<file path="src/hw/rtl/fjot_pkg.sv">
// Shared types and constants for the flat JSON object tokenizer.
package fjot_pkg;

    typedef enum logic [3:0] {
        PH_OPEN       = 4'd0,
        PH_AFTER_OPEN = 4'd1,
        PH_COMMA      = 4'd2,
        PH_COMMA_WS   = 4'd3,
        PH_STRING     = 4'd4,
        PH_COLON      = 4'd5,
        PH_VALUE      = 4'd6,
        PH_SIGN       = 4'd7,
        PH_DIGITS     = 4'd8,
        PH_AFTER_VAL  = 4'd9,
        PH_TRAIL      = 4'd10
    } phase_t;

    typedef enum logic [2:0] {
        TK_KEY_BYTE = 3'd0,
        TK_KEY_END  = 3'd1,
        TK_STR_BYTE = 3'd2,
        TK_STR_END  = 3'd3,
        TK_INT      = 3'd4,
        TK_OK       = 3'd5,
        TK_ERR      = 3'd6
    } kind_t;

    typedef enum logic [3:0] {
        ER_NO_BRACE   = 4'd0,
        ER_NO_STRING  = 4'd1,
        ER_INC_ESCAPE = 4'd2,
        ER_BAD_ESCAPE = 4'd3,
        ER_UNTERM     = 4'd4,
        ER_NO_COLON   = 4'd5,
        ER_NO_VALUE   = 4'd6,
        ER_NO_INT     = 4'd7,
        ER_RANGE      = 4'd8,
        ER_EARLY_END  = 4'd9,
        ER_TRAILING   = 4'd10,
        ER_NO_COMMA   = 4'd11
    } err_t;

    typedef struct packed {
        kind_t              kind;
        logic [7:0]         ch;
        logic signed [31:0] val;
        err_t               code;
        logic               last;
    } token_t;

    typedef struct packed {
        logic [1:0] cnt;
        token_t     t0;
        token_t     t1;
    } step_t;

    localparam logic [7:0] CH_LBRACE = 8'h7B;
    localparam logic [7:0] CH_RBRACE = 8'h7D;
    localparam logic [7:0] CH_COLON  = 8'h3A;
    localparam logic [7:0] CH_COMMA  = 8'h2C;
    localparam logic [7:0] CH_QUOTE  = 8'h22;
    localparam logic [7:0] CH_BSLASH = 8'h5C;
    localparam logic [7:0] CH_SLASH  = 8'h2F;
    localparam logic [7:0] CH_MINUS  = 8'h2D;
    localparam logic [7:0] CH_ZERO   = 8'h30;
    localparam logic [7:0] CH_NINE   = 8'h39;
    localparam logic [7:0] CH_SPACE  = 8'h20;
    localparam logic [7:0] CH_TAB    = 8'h09;
    localparam logic [7:0] CH_CR     = 8'h0D;
    localparam logic [7:0] CH_B      = 8'h62;
    localparam logic [7:0] CH_F      = 8'h66;
    localparam logic [7:0] CH_N      = 8'h6E;
    localparam logic [7:0] CH_R      = 8'h72;
    localparam logic [7:0] CH_T      = 8'h74;
    localparam logic [7:0] CH_BS     = 8'h08;
    localparam logic [7:0] CH_FF     = 8'h0C;
    localparam logic [7:0] CH_LF     = 8'h0A;

    localparam int QDEPTH = 4;
    localparam int CW     = $clog2(QDEPTH + 1);

endpackage

</file>
<file path="src/hw/rtl/flat_json_object_tokenizer.sv">
// Top level of the flat JSON object tokenizer: byte input, token output.
//
// The text channel (text_valid, text_ready, text_byte, end_of_text) takes one
// document byte per transfer; end_of_text marks the final byte of a document.
// The token channel (token_valid, token_ready and the token fields) delivers
// key and string bytes, string end markers, integers, and one closing status
// per document: document ok or an error with its code. last_of_run is set on
// the final token caused by a byte. After an error, the rest of the document
// produces nothing until its final byte, which rearms the parser.
// A byte is parsed in the cycle it is accepted; its first token is queued on
// the next cycle. One byte is accepted every cycle while the result queue
// holds two tokens or fewer, so the rate is one byte per cycle while each
// byte yields at most one token; a byte that yields two tokens hands them out
// one at a time through the single token output port.
// When the receiver stalls, tokens collect in a four-entry queue and
// text_ready drops once more than two are waiting.
// Reset clears the parser to wait for an opening brace and empties the queue.
module flat_json_object_tokenizer
    import fjot_pkg::*;
(
    input  logic               clk,
    input  logic               rst_n,
    input  logic               text_valid,
    output logic               text_ready,
    input  logic [7:0]         text_byte,
    input  logic               end_of_text,
    output logic               token_valid,
    input  logic               token_ready,
    output logic [2:0]         token_kind,
    output logic [7:0]         char_out,
    output logic signed [31:0] int_out,
    output logic [3:0]         error_code,
    output logic               last_of_run
);

    logic       fire;
    logic       room;
    step_t      step;
    logic [1:0] push_cnt;
    token_t     head;

    assign fire     = text_valid && text_ready;
    assign push_cnt = fire ? step.cnt : 2'd0;

    fjot_core u_core (
        .clk         (clk),
        .rst_n       (rst_n),
        .fire        (fire),
        .text_byte   (text_byte),
        .end_of_text (end_of_text),
        .step        (step)
    );

    fjot_queue u_queue (
        .clk         (clk),
        .rst_n       (rst_n),
        .push_cnt    (push_cnt),
        .push0       (step.t0),
        .push1       (step.t1),
        .room        (room),
        .token_valid (token_valid),
        .token_ready (token_ready),
        .head        (head)
    );

    assign text_ready  = room;
    assign token_kind  = head.kind;
    assign char_out    = head.ch;
    assign int_out     = head.val;
    assign error_code  = head.code;
    assign last_of_run = head.last;

endmodule

</file>
<file path="src/hw/rtl/fjot_core.sv">
// Parser state registers and the per-byte next-state and token logic.
module fjot_core
    import fjot_pkg::*;
(
    input  logic       clk,
    input  logic       rst_n,
    input  logic       fire,
    input  logic [7:0] text_byte,
    input  logic       end_of_text,
    output step_t      step
);

    phase_t      phase_reg, phase_next;
    logic        esc_reg, esc_next;
    logic        key_reg, key_next;
    logic [31:0] mag_reg, mag_next;
    logic        neg_reg, neg_next;
    logic        ovf_reg, ovf_next;
    logic        failed_reg, failed_next;

    token_t      tok [2];
    logic [1:0]  cnt;
    logic        is_ws;
    logic        is_dig;
    logic        cont;
    logic [35:0] prod;
    logic        prod_ovf;
    logic [7:0]  esc_char;
    logic        esc_ok;
    kind_t       byte_kind;

    function automatic token_t mk(kind_t k, logic [7:0] c, logic [31:0] v, err_t e);
        token_t t;
        t.kind = k;
        t.ch   = c;
        t.val  = v;
        t.code = e;
        t.last = 1'b0;
        return t;
    endfunction

    always_comb
    begin
        is_ws    = (text_byte == CH_SPACE) || (text_byte inside {[CH_TAB:CH_CR]});
        is_dig   = text_byte inside {[CH_ZERO:CH_NINE]};
        prod     = ({4'b0, mag_reg} << 3) + ({4'b0, mag_reg} << 1)
                   + {32'b0, text_byte[3:0]};
        prod_ovf = ovf_reg || (prod > 36'h080000000);
        byte_kind = key_reg ? TK_KEY_BYTE : TK_STR_BYTE;
        esc_ok   = 1'b1;
        case (text_byte)
            CH_QUOTE, CH_BSLASH, CH_SLASH: esc_char = text_byte;
            CH_B:    esc_char = CH_BS;
            CH_F:    esc_char = CH_FF;
            CH_N:    esc_char = CH_LF;
            CH_R:    esc_char = CH_CR;
            CH_T:    esc_char = CH_TAB;
            default:
            begin
                esc_char = 8'h00;
                esc_ok   = 1'b0;
            end
        endcase
    end

    always_comb
    begin
        phase_next  = phase_reg;
        esc_next    = esc_reg;
        key_next    = key_reg;
        mag_next    = mag_reg;
        neg_next    = neg_reg;
        ovf_next    = ovf_reg;
        failed_next = failed_reg;
        tok[0]      = mk(TK_KEY_BYTE, 8'h00, 32'h0, ER_NO_BRACE);
        tok[1]      = mk(TK_KEY_BYTE, 8'h00, 32'h0, ER_NO_BRACE);
        cnt         = 2'd0;
        cont        = 1'b1;

        if (!failed_reg)
        begin
            if (phase_reg == PH_DIGITS)
            begin
                cont = 1'b0;
                if (is_dig)
                begin
                    if (prod_ovf)
                        ovf_next = 1'b1;
                    else
                        mag_next = prod[31:0];
                end
                else if (ovf_reg || (!neg_reg && mag_reg[31]))
                begin
                    tok[cnt[0]] = mk(TK_ERR, 8'h00, 32'h0, ER_RANGE);
                    cnt = cnt + 2'd1;
                    failed_next = 1'b1;
                end
                else
                begin
                    tok[cnt[0]] = mk(TK_INT, 8'h00,
                                     neg_reg ? (32'd0 - mag_reg) : mag_reg, ER_NO_BRACE);
                    cnt = cnt + 2'd1;
                    phase_next = PH_AFTER_VAL;
                    cont = 1'b1;
                end
            end

            if (cont)
            begin
                case (phase_next)
                    PH_AFTER_OPEN:
                    begin
                        if (!is_ws)
                        begin
                            if (text_byte == CH_RBRACE)
                                phase_next = PH_TRAIL;
                            else if (text_byte == CH_QUOTE)
                            begin
                                key_next   = 1'b1;
                                esc_next   = 1'b0;
                                phase_next = PH_STRING;
                            end
                            else
                            begin
                                tok[cnt[0]] = mk(TK_ERR, 8'h00, 32'h0, ER_NO_STRING);
                                cnt = cnt + 2'd1;
                                failed_next = 1'b1;
                            end
                        end
                    end
                    PH_COMMA, PH_COMMA_WS:
                    begin
                        if (is_ws)
                            phase_next = PH_COMMA_WS;
                        else if (text_byte == CH_QUOTE)
                        begin
                            key_next   = 1'b1;
                            esc_next   = 1'b0;
                            phase_next = PH_STRING;
                        end
                        else
                        begin
                            tok[cnt[0]] = mk(TK_ERR, 8'h00, 32'h0, ER_NO_STRING);
                            cnt = cnt + 2'd1;
                            failed_next = 1'b1;
                        end
                    end
                    PH_STRING:
                    begin
                        if (esc_reg)
                        begin
                            esc_next = 1'b0;
                            if (esc_ok)
                                tok[cnt[0]] = mk(byte_kind, esc_char, 32'h0, ER_NO_BRACE);
                            else
                            begin
                                tok[cnt[0]] = mk(TK_ERR, 8'h00, 32'h0, ER_BAD_ESCAPE);
                                failed_next = 1'b1;
                            end
                            cnt = cnt + 2'd1;
                        end
                        else if (text_byte == CH_QUOTE)
                        begin
                            tok[cnt[0]] = mk(key_reg ? TK_KEY_END : TK_STR_END, 8'h00,
                                             32'h0, ER_NO_BRACE);
                            cnt = cnt + 2'd1;
                            phase_next = key_reg ? PH_COLON : PH_AFTER_VAL;
                        end
                        else if (text_byte == CH_BSLASH)
                            esc_next = 1'b1;
                        else
                        begin
                            tok[cnt[0]] = mk(byte_kind, text_byte, 32'h0, ER_NO_BRACE);
                            cnt = cnt + 2'd1;
                        end
                    end
                    PH_COLON:
                    begin
                        if (!is_ws)
                        begin
                            if (text_byte == CH_COLON)
                                phase_next = PH_VALUE;
                            else
                            begin
                                tok[cnt[0]] = mk(TK_ERR, 8'h00, 32'h0, ER_NO_COLON);
                                cnt = cnt + 2'd1;
                                failed_next = 1'b1;
                            end
                        end
                    end
                    PH_VALUE:
                    begin
                        if (!is_ws)
                        begin
                            if (text_byte == CH_QUOTE)
                            begin
                                key_next   = 1'b0;
                                esc_next   = 1'b0;
                                phase_next = PH_STRING;
                            end
                            else if (text_byte == CH_MINUS)
                            begin
                                neg_next   = 1'b1;
                                mag_next   = 32'd0;
                                ovf_next   = 1'b0;
                                phase_next = PH_SIGN;
                            end
                            else if (is_dig)
                            begin
                                neg_next   = 1'b0;
                                mag_next   = {28'd0, text_byte[3:0]};
                                ovf_next   = 1'b0;
                                phase_next = PH_DIGITS;
                            end
                            else
                            begin
                                tok[cnt[0]] = mk(TK_ERR, 8'h00, 32'h0, ER_NO_INT);
                                cnt = cnt + 2'd1;
                                failed_next = 1'b1;
                            end
                        end
                    end
                    PH_SIGN:
                    begin
                        if (is_dig)
                        begin
                            if (prod_ovf)
                                ovf_next = 1'b1;
                            else
                                mag_next = prod[31:0];
                            phase_next = PH_DIGITS;
                        end
                        else
                        begin
                            tok[cnt[0]] = mk(TK_ERR, 8'h00, 32'h0, ER_NO_INT);
                            cnt = cnt + 2'd1;
                            failed_next = 1'b1;
                        end
                    end
                    PH_AFTER_VAL:
                    begin
                        if (!is_ws)
                        begin
                            if (text_byte == CH_RBRACE)
                                phase_next = PH_TRAIL;
                            else if (text_byte == CH_COMMA)
                                phase_next = PH_COMMA;
                            else
                            begin
                                tok[cnt[0]] = mk(TK_ERR, 8'h00, 32'h0, ER_NO_COMMA);
                                cnt = cnt + 2'd1;
                                failed_next = 1'b1;
                            end
                        end
                    end
                    PH_TRAIL:
                    begin
                        if (!is_ws)
                        begin
                            tok[cnt[0]] = mk(TK_ERR, 8'h00, 32'h0, ER_TRAILING);
                            cnt = cnt + 2'd1;
                            failed_next = 1'b1;
                        end
                    end
                    default:
                    begin
                        if (!is_ws)
                        begin
                            if (text_byte == CH_LBRACE)
                                phase_next = PH_AFTER_OPEN;
                            else
                            begin
                                tok[cnt[0]] = mk(TK_ERR, 8'h00, 32'h0, ER_NO_BRACE);
                                cnt = cnt + 2'd1;
                                failed_next = 1'b1;
                            end
                        end
                    end
                endcase
            end
        end

        if (end_of_text)
        begin
            if (!failed_next)
            begin
                case (phase_next)
                    PH_TRAIL:
                        tok[cnt[0]] = mk(TK_OK, 8'h00, 32'h0, ER_NO_BRACE);
                    PH_AFTER_OPEN, PH_COMMA, PH_AFTER_VAL:
                        tok[cnt[0]] = mk(TK_ERR, 8'h00, 32'h0, ER_EARLY_END);
                    PH_COMMA_WS:
                        tok[cnt[0]] = mk(TK_ERR, 8'h00, 32'h0, ER_NO_STRING);
                    PH_STRING:
                        tok[cnt[0]] = mk(TK_ERR, 8'h00, 32'h0,
                                         esc_next ? ER_INC_ESCAPE : ER_UNTERM);
                    PH_COLON:
                        tok[cnt[0]] = mk(TK_ERR, 8'h00, 32'h0, ER_NO_COLON);
                    PH_VALUE:
                        tok[cnt[0]] = mk(TK_ERR, 8'h00, 32'h0, ER_NO_VALUE);
                    PH_SIGN:
                        tok[cnt[0]] = mk(TK_ERR, 8'h00, 32'h0, ER_NO_INT);
                    PH_DIGITS:
                    begin
                        if (ovf_next || (!neg_next && mag_next[31]))
                            tok[cnt[0]] = mk(TK_ERR, 8'h00, 32'h0, ER_RANGE);
                        else
                        begin
                            tok[cnt[0]] = mk(TK_INT, 8'h00,
                                             neg_next ? (32'd0 - mag_next) : mag_next,
                                             ER_NO_BRACE);
                            cnt = cnt + 2'd1;
                            tok[cnt[0]] = mk(TK_ERR, 8'h00, 32'h0, ER_EARLY_END);
                        end
                    end
                    default:
                        tok[cnt[0]] = mk(TK_ERR, 8'h00, 32'h0, ER_NO_BRACE);
                endcase
                cnt = cnt + 2'd1;
            end
            phase_next  = PH_OPEN;
            esc_next    = 1'b0;
            key_next    = 1'b0;
            mag_next    = 32'd0;
            neg_next    = 1'b0;
            ovf_next    = 1'b0;
            failed_next = 1'b0;
        end

        if (cnt == 2'd1)
            tok[0].last = 1'b1;
        else if (cnt == 2'd2)
            tok[1].last = 1'b1;

        step.cnt = cnt;
        step.t0  = tok[0];
        step.t1  = tok[1];
    end

    always_ff @(posedge clk or negedge rst_n)
    begin
        if (!rst_n)
        begin
            phase_reg  <= PH_OPEN;
            esc_reg    <= 1'b0;
            key_reg    <= 1'b0;
            mag_reg    <= 32'd0;
            neg_reg    <= 1'b0;
            ovf_reg    <= 1'b0;
            failed_reg <= 1'b0;
        end
        else if (fire)
        begin
            phase_reg  <= phase_next;
            esc_reg    <= esc_next;
            key_reg    <= key_next;
            mag_reg    <= mag_next;
            neg_reg    <= neg_next;
            ovf_reg    <= ovf_next;
            failed_reg <= failed_next;
        end
    end

    // A latched error silences every byte up to the end of the document.
    assert property (@(posedge clk) disable iff (!rst_n)
        fire && failed_reg && !end_of_text |-> step.cnt == 2'd0)
        else $error("tokens produced after a latched error");

    assert property (@(posedge clk) disable iff (!rst_n)
        fire && end_of_text |=> phase_reg == PH_OPEN && !failed_reg && !esc_reg)
        else $error("end of document did not restore the initial state");

    assert property (@(posedge clk) disable iff (!rst_n)
        fire && end_of_text && !failed_reg |-> step.cnt != 2'd0)
        else $error("end of document produced no status token");

    assert property (@(posedge clk) disable iff (!rst_n)
        fire && (step.cnt == 2'd2) |-> step.t1.last && !step.t0.last)
        else $error("last marker misplaced on a two-token byte");

endmodule

</file>
<file path="src/hw/rtl/fjot_queue.sv">
// Shifting result queue that takes up to two tokens per cycle and presents one.
module fjot_queue
    import fjot_pkg::*;
(
    input  logic                clk,
    input  logic                rst_n,
    input  logic [1:0]          push_cnt,
    input  token_t              push0,
    input  token_t              push1,
    output logic                room,
    output logic                token_valid,
    input  logic                token_ready,
    output token_t              head
);

    token_t        q_reg [QDEPTH];
    token_t        q_next [QDEPTH];
    logic [CW-1:0] count_reg, count_next;
    logic [CW-1:0] base;
    logic          pop;

    always_comb
    begin
        pop  = (count_reg != '0) && token_ready;
        base = count_reg - {{(CW-1){1'b0}}, pop};
        for (int i = 0; i < QDEPTH - 1; i++)
            q_next[i] = pop ? q_reg[i + 1] : q_reg[i];
        q_next[QDEPTH - 1] = q_reg[QDEPTH - 1];
        for (int i = 0; i < QDEPTH; i++)
        begin
            if ((push_cnt != 2'd0) && (CW'(i) == base))
                q_next[i] = push0;
            else if ((push_cnt == 2'd2) && (CW'(i) == base + CW'(1)))
                q_next[i] = push1;
        end
        count_next = base + CW'(push_cnt);
    end

    always_ff @(posedge clk or negedge rst_n)
    begin
        if (!rst_n)
            count_reg <= '0;
        else
            count_reg <= count_next;
    end

    always_ff @(posedge clk)
    begin
        for (int i = 0; i < QDEPTH; i++)
            q_reg[i] <= q_next[i];
    end

    assign room        = count_reg <= CW'(QDEPTH - 2);
    assign token_valid = count_reg != '0;
    assign head        = q_reg[0];

    assert property (@(posedge clk) disable iff (!rst_n)
        count_reg <= CW'(QDEPTH))
        else $error("queue count beyond depth");

    assert property (@(posedge clk) disable iff (!rst_n)
        push_cnt != 2'd0 |-> room)
        else $error("tokens pushed without room");

    assert property (@(posedge clk) disable iff (!rst_n)
        token_valid && token_ready && push_cnt == 2'd0 |=>
            count_reg == $past(count_reg) - CW'(1))
        else $error("queue count wrong after a transfer out");

endmodule
</file>
<file path="config.mk">
export PLATFORM = sky130hd
export DESIGN_NAME = flat_json_object_tokenizer
export DESIGN_NICKNAME = d
export VERILOG_FILES = /design/src/hw/rtl/fjot_pkg.sv /design/src/hw/rtl/flat_json_object_tokenizer.sv /design/src/hw/rtl/fjot_core.sv /design/src/hw/rtl/fjot_queue.sv
export SDC_FILE = /design/constraint.sdc
export NUM_CORES = 1
export LEC_CHECK = 0
export BUFFER_PORTS_ARGS = -buffer_cell sky130_fd_sc_hd__buf_4
export CORE_MARGIN = 5
export CORE_UTILIZATION = 56
export CTS_BUF_LIST = sky130_fd_sc_hd__clkbuf_4 sky130_fd_sc_hd__clkbuf_8 sky130_fd_sc_hd__clkbuf_16
export CTS_CLUSTER_SIZE = 16
export DETAILED_ROUTE_END_ITERATION = 10
export HOLD_SLACK_MARGIN = 0.06
export PLACE_DENSITY = 0.76
export SLEW_MARGIN = 20
export SYNTH_ARGS = -nofsm -noshare
export SYNTH_HDL_FRONTEND = slang
export SYNTH_SLANG_ARGS = --single-unit
</file>
<file path="constraint.sdc">
create_clock -name clk -period 6.9 [get_ports clk]
set_input_delay 0.345 -clock clk [delete_from_list [all_inputs] [get_ports clk]]
set_output_delay 0.345 -clock clk [all_outputs]
set_load 0.1 [all_outputs]
</file>
; ---- Word level (Yosys, flattened, before mapping)
; Memories as Yosys holds them, arrays and structs flattened.
; Index checks and enable logic that the tools add are counted.
[totals]
reg_bits = 44
ram_bits = 192
input_bits = 13
out_inout_bits = 50
elab_cells = 371
mem_count = 1
[op_classes]
addsub = 10
order_cmp = 12
eq_ne = 49
mux = 205
n_bitwise = 51
n_reduce_logical = 35
[memory_table]
columns = memory, words, word_bits, rd, rd_ports_with_merged_regs, wr, line
row1 = u_queue.q_reg, 4, 48, 4, 0, 4, fjot_queue.sv:16  ; token_t q_reg [QDEPTH];
[ops]
columns = op, n
row1 = $mux W96, 25
row2 = $pmux W96 S8, 2
row3 = $mux W48, 17
row4 = $and A88 B88 Y88, 7
row5 = $not A88 Y88, 7
row6 = $bwmux W96, 5
row7 = $mux W32, 14
row8 = $and A92 B92 Y92, 3
row9 = $not A92 Y92, 3
row10 = $and A90 B90 Y90, 3
row11 = $not A90 Y90, 3
row12 = $and A86 B86 Y86, 3
row13 = $not A86 Y86, 3
row14 = $demux W48 S1, 3
row15 = $mux W4, 25
row16 = $mux W1, 72
row17 = $eq A8 B7 Y1 const B, 8
row18 = $mux W2, 32
row19 = $pmux W32 S2, 1
row20 = $sub A1 B32 Y32 const A, 2
row21 = $or A8 B8 Y8, 7
row22 = $eq A8 B6 Y1 const B, 6
row23 = $pmux W8 S6, 1
row24 = $mux W47, 1
row25 = other kinds (46), 109

; ---- Logic depth before layout (Yosys ltp)
[logic_depth]
depth_word = 29
ltp_mapped = 24
ltp_nobuf = 22

; ---- Cells and area by module
; A second synthesis with hierarchy kept.
[hier_totals]
hier_cells = 2287
hier_area_um2 = 20307.0
[modules_own_cells]
columns = mod, n_inst, cells_each, area_per_inst_um2, seq_area_each_um2
row1 = fjot_queue, 1, 862, 10342.4, 5840.6
row2 = fjot_core, 1, 1422, 9945.8, 1026.0
row3 = flat_json_object_tokenizer, 1, 3, 18.8, 0.0

; ---- Worst setup path after synthesis
; No wires, ideal clock.
[synth_path]
path_kind = input to register
start = in text_byte[3]
end = mem u_queue.q_reg[2][0] in the netlist's numbering, enable pin
setup_ps = 407
arrival_time_ps = 6229
required_time_ps = 6493
setup_slack_ps = 264
cell_stages = 21
path_buffers = 3
path_cell_list = clkbuf_1 inv_1 fa_1 inv_1 fa_1 a21o_1 a211o_1 a22o_1 xor2_1 or4_4 nor4_4 nand4_2 buf_6 o221a_2 and3_1 a21oi_1 nand2_1 o21ai_2 a21oi_1 clkbuf_1 nand2_1
[synth_rtl]
columns = item, line
row1 = from (decl), flat_json_object_tokenizer.sv:25  ; input logic [7:0] text_byte,
row2 = to (decl), fjot_queue.sv:16

==> impl_metrics.env <==
export IMPL_outcome="finished clean"
export IMPL_setup_viol=0
export IMPL_grt_pass1_vias=15372
export IMPL_place_congestion=1.02
export IMPL_dieWidth_microns=188
export IMPL_final_period_utilization=0.953
export IMPL_critical_path_startpoint="u_core.mag_reg[2]"
export IMPL_vdd_ir_drop_worst_mv=0.278
export IMPL_seqCellArea_sq_um=6870
export IMPL_io_buffers=62
export IMPL_r2r_start="u_core.mag_reg[2]"
export IMPL_antenna_cells=0
export IMPL_ant_nets=0
export IMPL_cp_start_kind="flop"
export IMPL_cts_setup_buffers=0
export IMPL_clkPwrFrac=0.172
export IMPL_cts_htree_levels=1
export IMPL_via_per_inst=6.81
export IMPL_drt_first_iter_violations=2076
export IMPL_relSlewSlack=0.233
export IMPL_dieArea_sq_um=35200
export IMPL_hold_violations=0
export IMPL_worst_pin_slew_ns=1.15
export IMPL_routed_wirelength_microns=56700
export IMPL_yosysTopAreaCell="edfxtp_1"
export IMPL_hold_ws_ns=0.258
export IMPL_finalInstanceArea_sq_um=19400
export IMPL_end_kind="flop"
export IMPL_swShare=0.480
export IMPL_internal_power_mw=3.61
export IMPL_power_switching_mw=3.33
export IMPL_drc_errors=0
export IMPL_drive_gt1_frac=0.117
export IMPL_via_count=16471
export IMPL_firstDrtPassIters=6
export IMPL_seqPwrFrac=0.305
export IMPL_yosysWarnings=0
export IMPL_power_leakage_nw=7.90
export IMPL_grt_overflow_total=0
export IMPL_rows=65
export IMPL_grt_use_total=0.310
export IMPL_fin_nets=2106
export IMPL_grt_max_degree=49
export IMPL_cap_violations=0
export IMPL_clk_pin_slew_ns=0.07
export IMPL_fin_tns_setup_ns=0
export IMPL_syn_nets=2080
export IMPL_drv_slew=0
export IMPL_critPathKind="reg2reg"
export IMPL_clock_sinks=236
export IMPL_yosysUniqueCellTypes=106
export IMPL_clock_latency_ns=0.52
export IMPL_synth_area_leaders="edfxtp_1, dfrtp_1, ha_1, o21ai_0, nand2_1"
export IMPL_critPathRequiredTime_ns=7.15
export IMPL_max_freq_mhz=152
export IMPL_min_path_type="in2reg"
export IMPL_synth_flop_cell="edfxtp_1"
export IMPL_tritoncts="built"
export IMPL_nFillCells=2657
export IMPL_chipHeight_microns=188
export IMPL_start_util=0.564
export IMPL_synth_top_area_frac=0.327
export IMPL_multi_input_area_sq_um=10100
export IMPL_fin_worst_skew_ns=0.0156
export IMPL_antenna_found_initial=0
export IMPL_grt_pass1_wl_microns=88800
export IMPL_crit_arrival_ns=6.82
export IMPL_layout_area_overhead_vs_synth_pct=9.74
export IMPL_clockBufferDepth=3
export IMPL_synthCells=1978
export IMPL_yosysSeqAreaShare=0.389
export IMPL_powerDensity_nw_per_um2=359
export IMPL_place_hpwl_microns=41900
export IMPL_synth_edff_count=192
export IMPL_ys_ff_latch=236
export IMPL_pin_count=63
export IMPL_critPathMaxFanout=16
export IMPL_wl_per_cell_microns=23.5
export IMPL_cts_made_buffers=23
export IMPL_combPwrFrac=0.522
export IMPL_core_area_sq_um=31300
export IMPL_postPlaceCellArea_sq_um=18600
export IMPL_fin_crit_ns=6.57
export IMPL_root_buffer="clkbuf_16"
export IMPL_hold_start="end_of_text"
export IMPL_syn_area_sq_um=17700
export IMPL_largest_register_ffs=192
export IMPL_synth_async_reset_ratio=0.186
export IMPL_rsz0062_at_grt="false"
export IMPL_synth_area_per_cell_sq_um=8.92
## cell families (layout without fill, tap and decap cells)
family / Yosys count / after routing / share of synthesized area
flip-flops: 236 / 236 / 0.389
multiplexers: 55 / 55 / 0.0315
XOR/XNOR: 75 / 75 / 0.0372
adder cells (fa/ha/maj): 89 / 89 / 0.0644
buffers and inverters: 171 / 210 / 0.0405
AND/OR/NAND/NOR: 701 / 701 / 0.193
AO/OA/AOI/OAI: 651 / 651 / 0.245
## per-stage QoR
stage / total power [mW] / util / setup slack [ns] / cells
floorplan: 4.66 / - / 0.264 / 1978
global placement: 5.63 / 0.595 / 0.283 / 2380
detailed placement: 5.68 / 0.595 / 0.0691 / 2380
CTS: 6.87 / 0.618 / 0.184 / 2419
global route: 7.27 / 0.619 / 0.0261 / 2419
finish: 6.94 / 0.619 / 0.325 / 2419
## per-layer routing
layer,vias up,global-route usage,wire length (microns)
met3,130,0.0568,5990
met2,999,0.467,24400
met4,0,0.0847,1690
met1,7831,0.462,24700
li1,7511,-,-
met5,-,0,0
## synthesized netlist by cell type, drive strengths merged, types with 31 or more instances
master,instances
a22oi,65
dfrtp,44
nand3,53
clkbuf,106
inv,37
a21oi,111
and2,31
mux2i,51
a31oi,33
xnor2,57
nor3,37
edfxtp,192
o21ai,222
nor2,148
nand2,272
ha,86
## cells in the final DEF, fill, tap and decap left out, drive strengths merged, types with 44 or more instances in the layout
master and count:
a22oi 65, buf 134, nand2 272, xnor2 57, mux2i 51, edfxtp 192, ha 86, o21ai 222
nor2 148, a21oi 111, dfrtp 44, nand3 53
## layout make-up
class,instances,share of cell area
well taps,402,0.0260
clock buffers,26,0.0309
inverters,37,0.00717
clock inverters,12,0.00504
multi-input cells,1571,0.523
flip-flops and latches,236,0.354
repair buffers,135,0.0537
## power groups by stage
stage,clock [mW],combinational [mW],sequential [mW]
5_1_grt,1.26,3.86,2.15
6_report,1.20,3.63,2.12
2_1_floorplan,0,1.81,2.85
3_3_place_gp,0,3.50,2.13
4_1_cts,1.20,3.55,2.12
3_5_place_dp,0,3.53,2.15
## worst max-delay path, stage by stage (launching register included)
cell,delay (ns)
dfrtp_1,0.37
inv_1,0.14
fa_1,0.51
inv_1,0.06
fa_1,0.45
a21o_1,0.26
a211o_1,0.32
a22o_1,0.30
and3_1,0.20
or3_1,0.34
a2111oi_2,0.61
nand4_4,0.29
a211oi_2,0.26
buf_4,0.19
o21ai_1,0.09
a21o_1,0.39
buf_4,0.28
a22oi_1,0.35
a31oi_1,0.17
xnor2_1,0.16
a22oi_1,0.38
o21ai_0,0.17
## worst paths after layout
| kind | cells past startpoint | endpoint | slack (ns) |
|---|---|---|---|
| worst max-delay path | 21 | u_queue.q_reg[1][31] | 0.33 |
| min in group asynchronous | 2 | u_core.neg_reg | 0.38 |
| worst max register to register | 21 | u_queue.q_reg[1][31] | 0.33 |
| worst min-delay path | 2 | u_core.mag_reg[16] | 0.26 |
| worst min register to register | 2 | u_queue.q_reg[0][7] | 0.52 |
| max in group asynchronous | 2 | u_core.failed_reg | 6.06 |
## timing repair
action                     4_1_cts  5_1_grt
hold endpoints to repair        44        0
setup endpoints to repair        0       18
hold buffers                     1        0
gates resized for setup          0        5
Note: power is estimated with default switching activity, not from simulation.
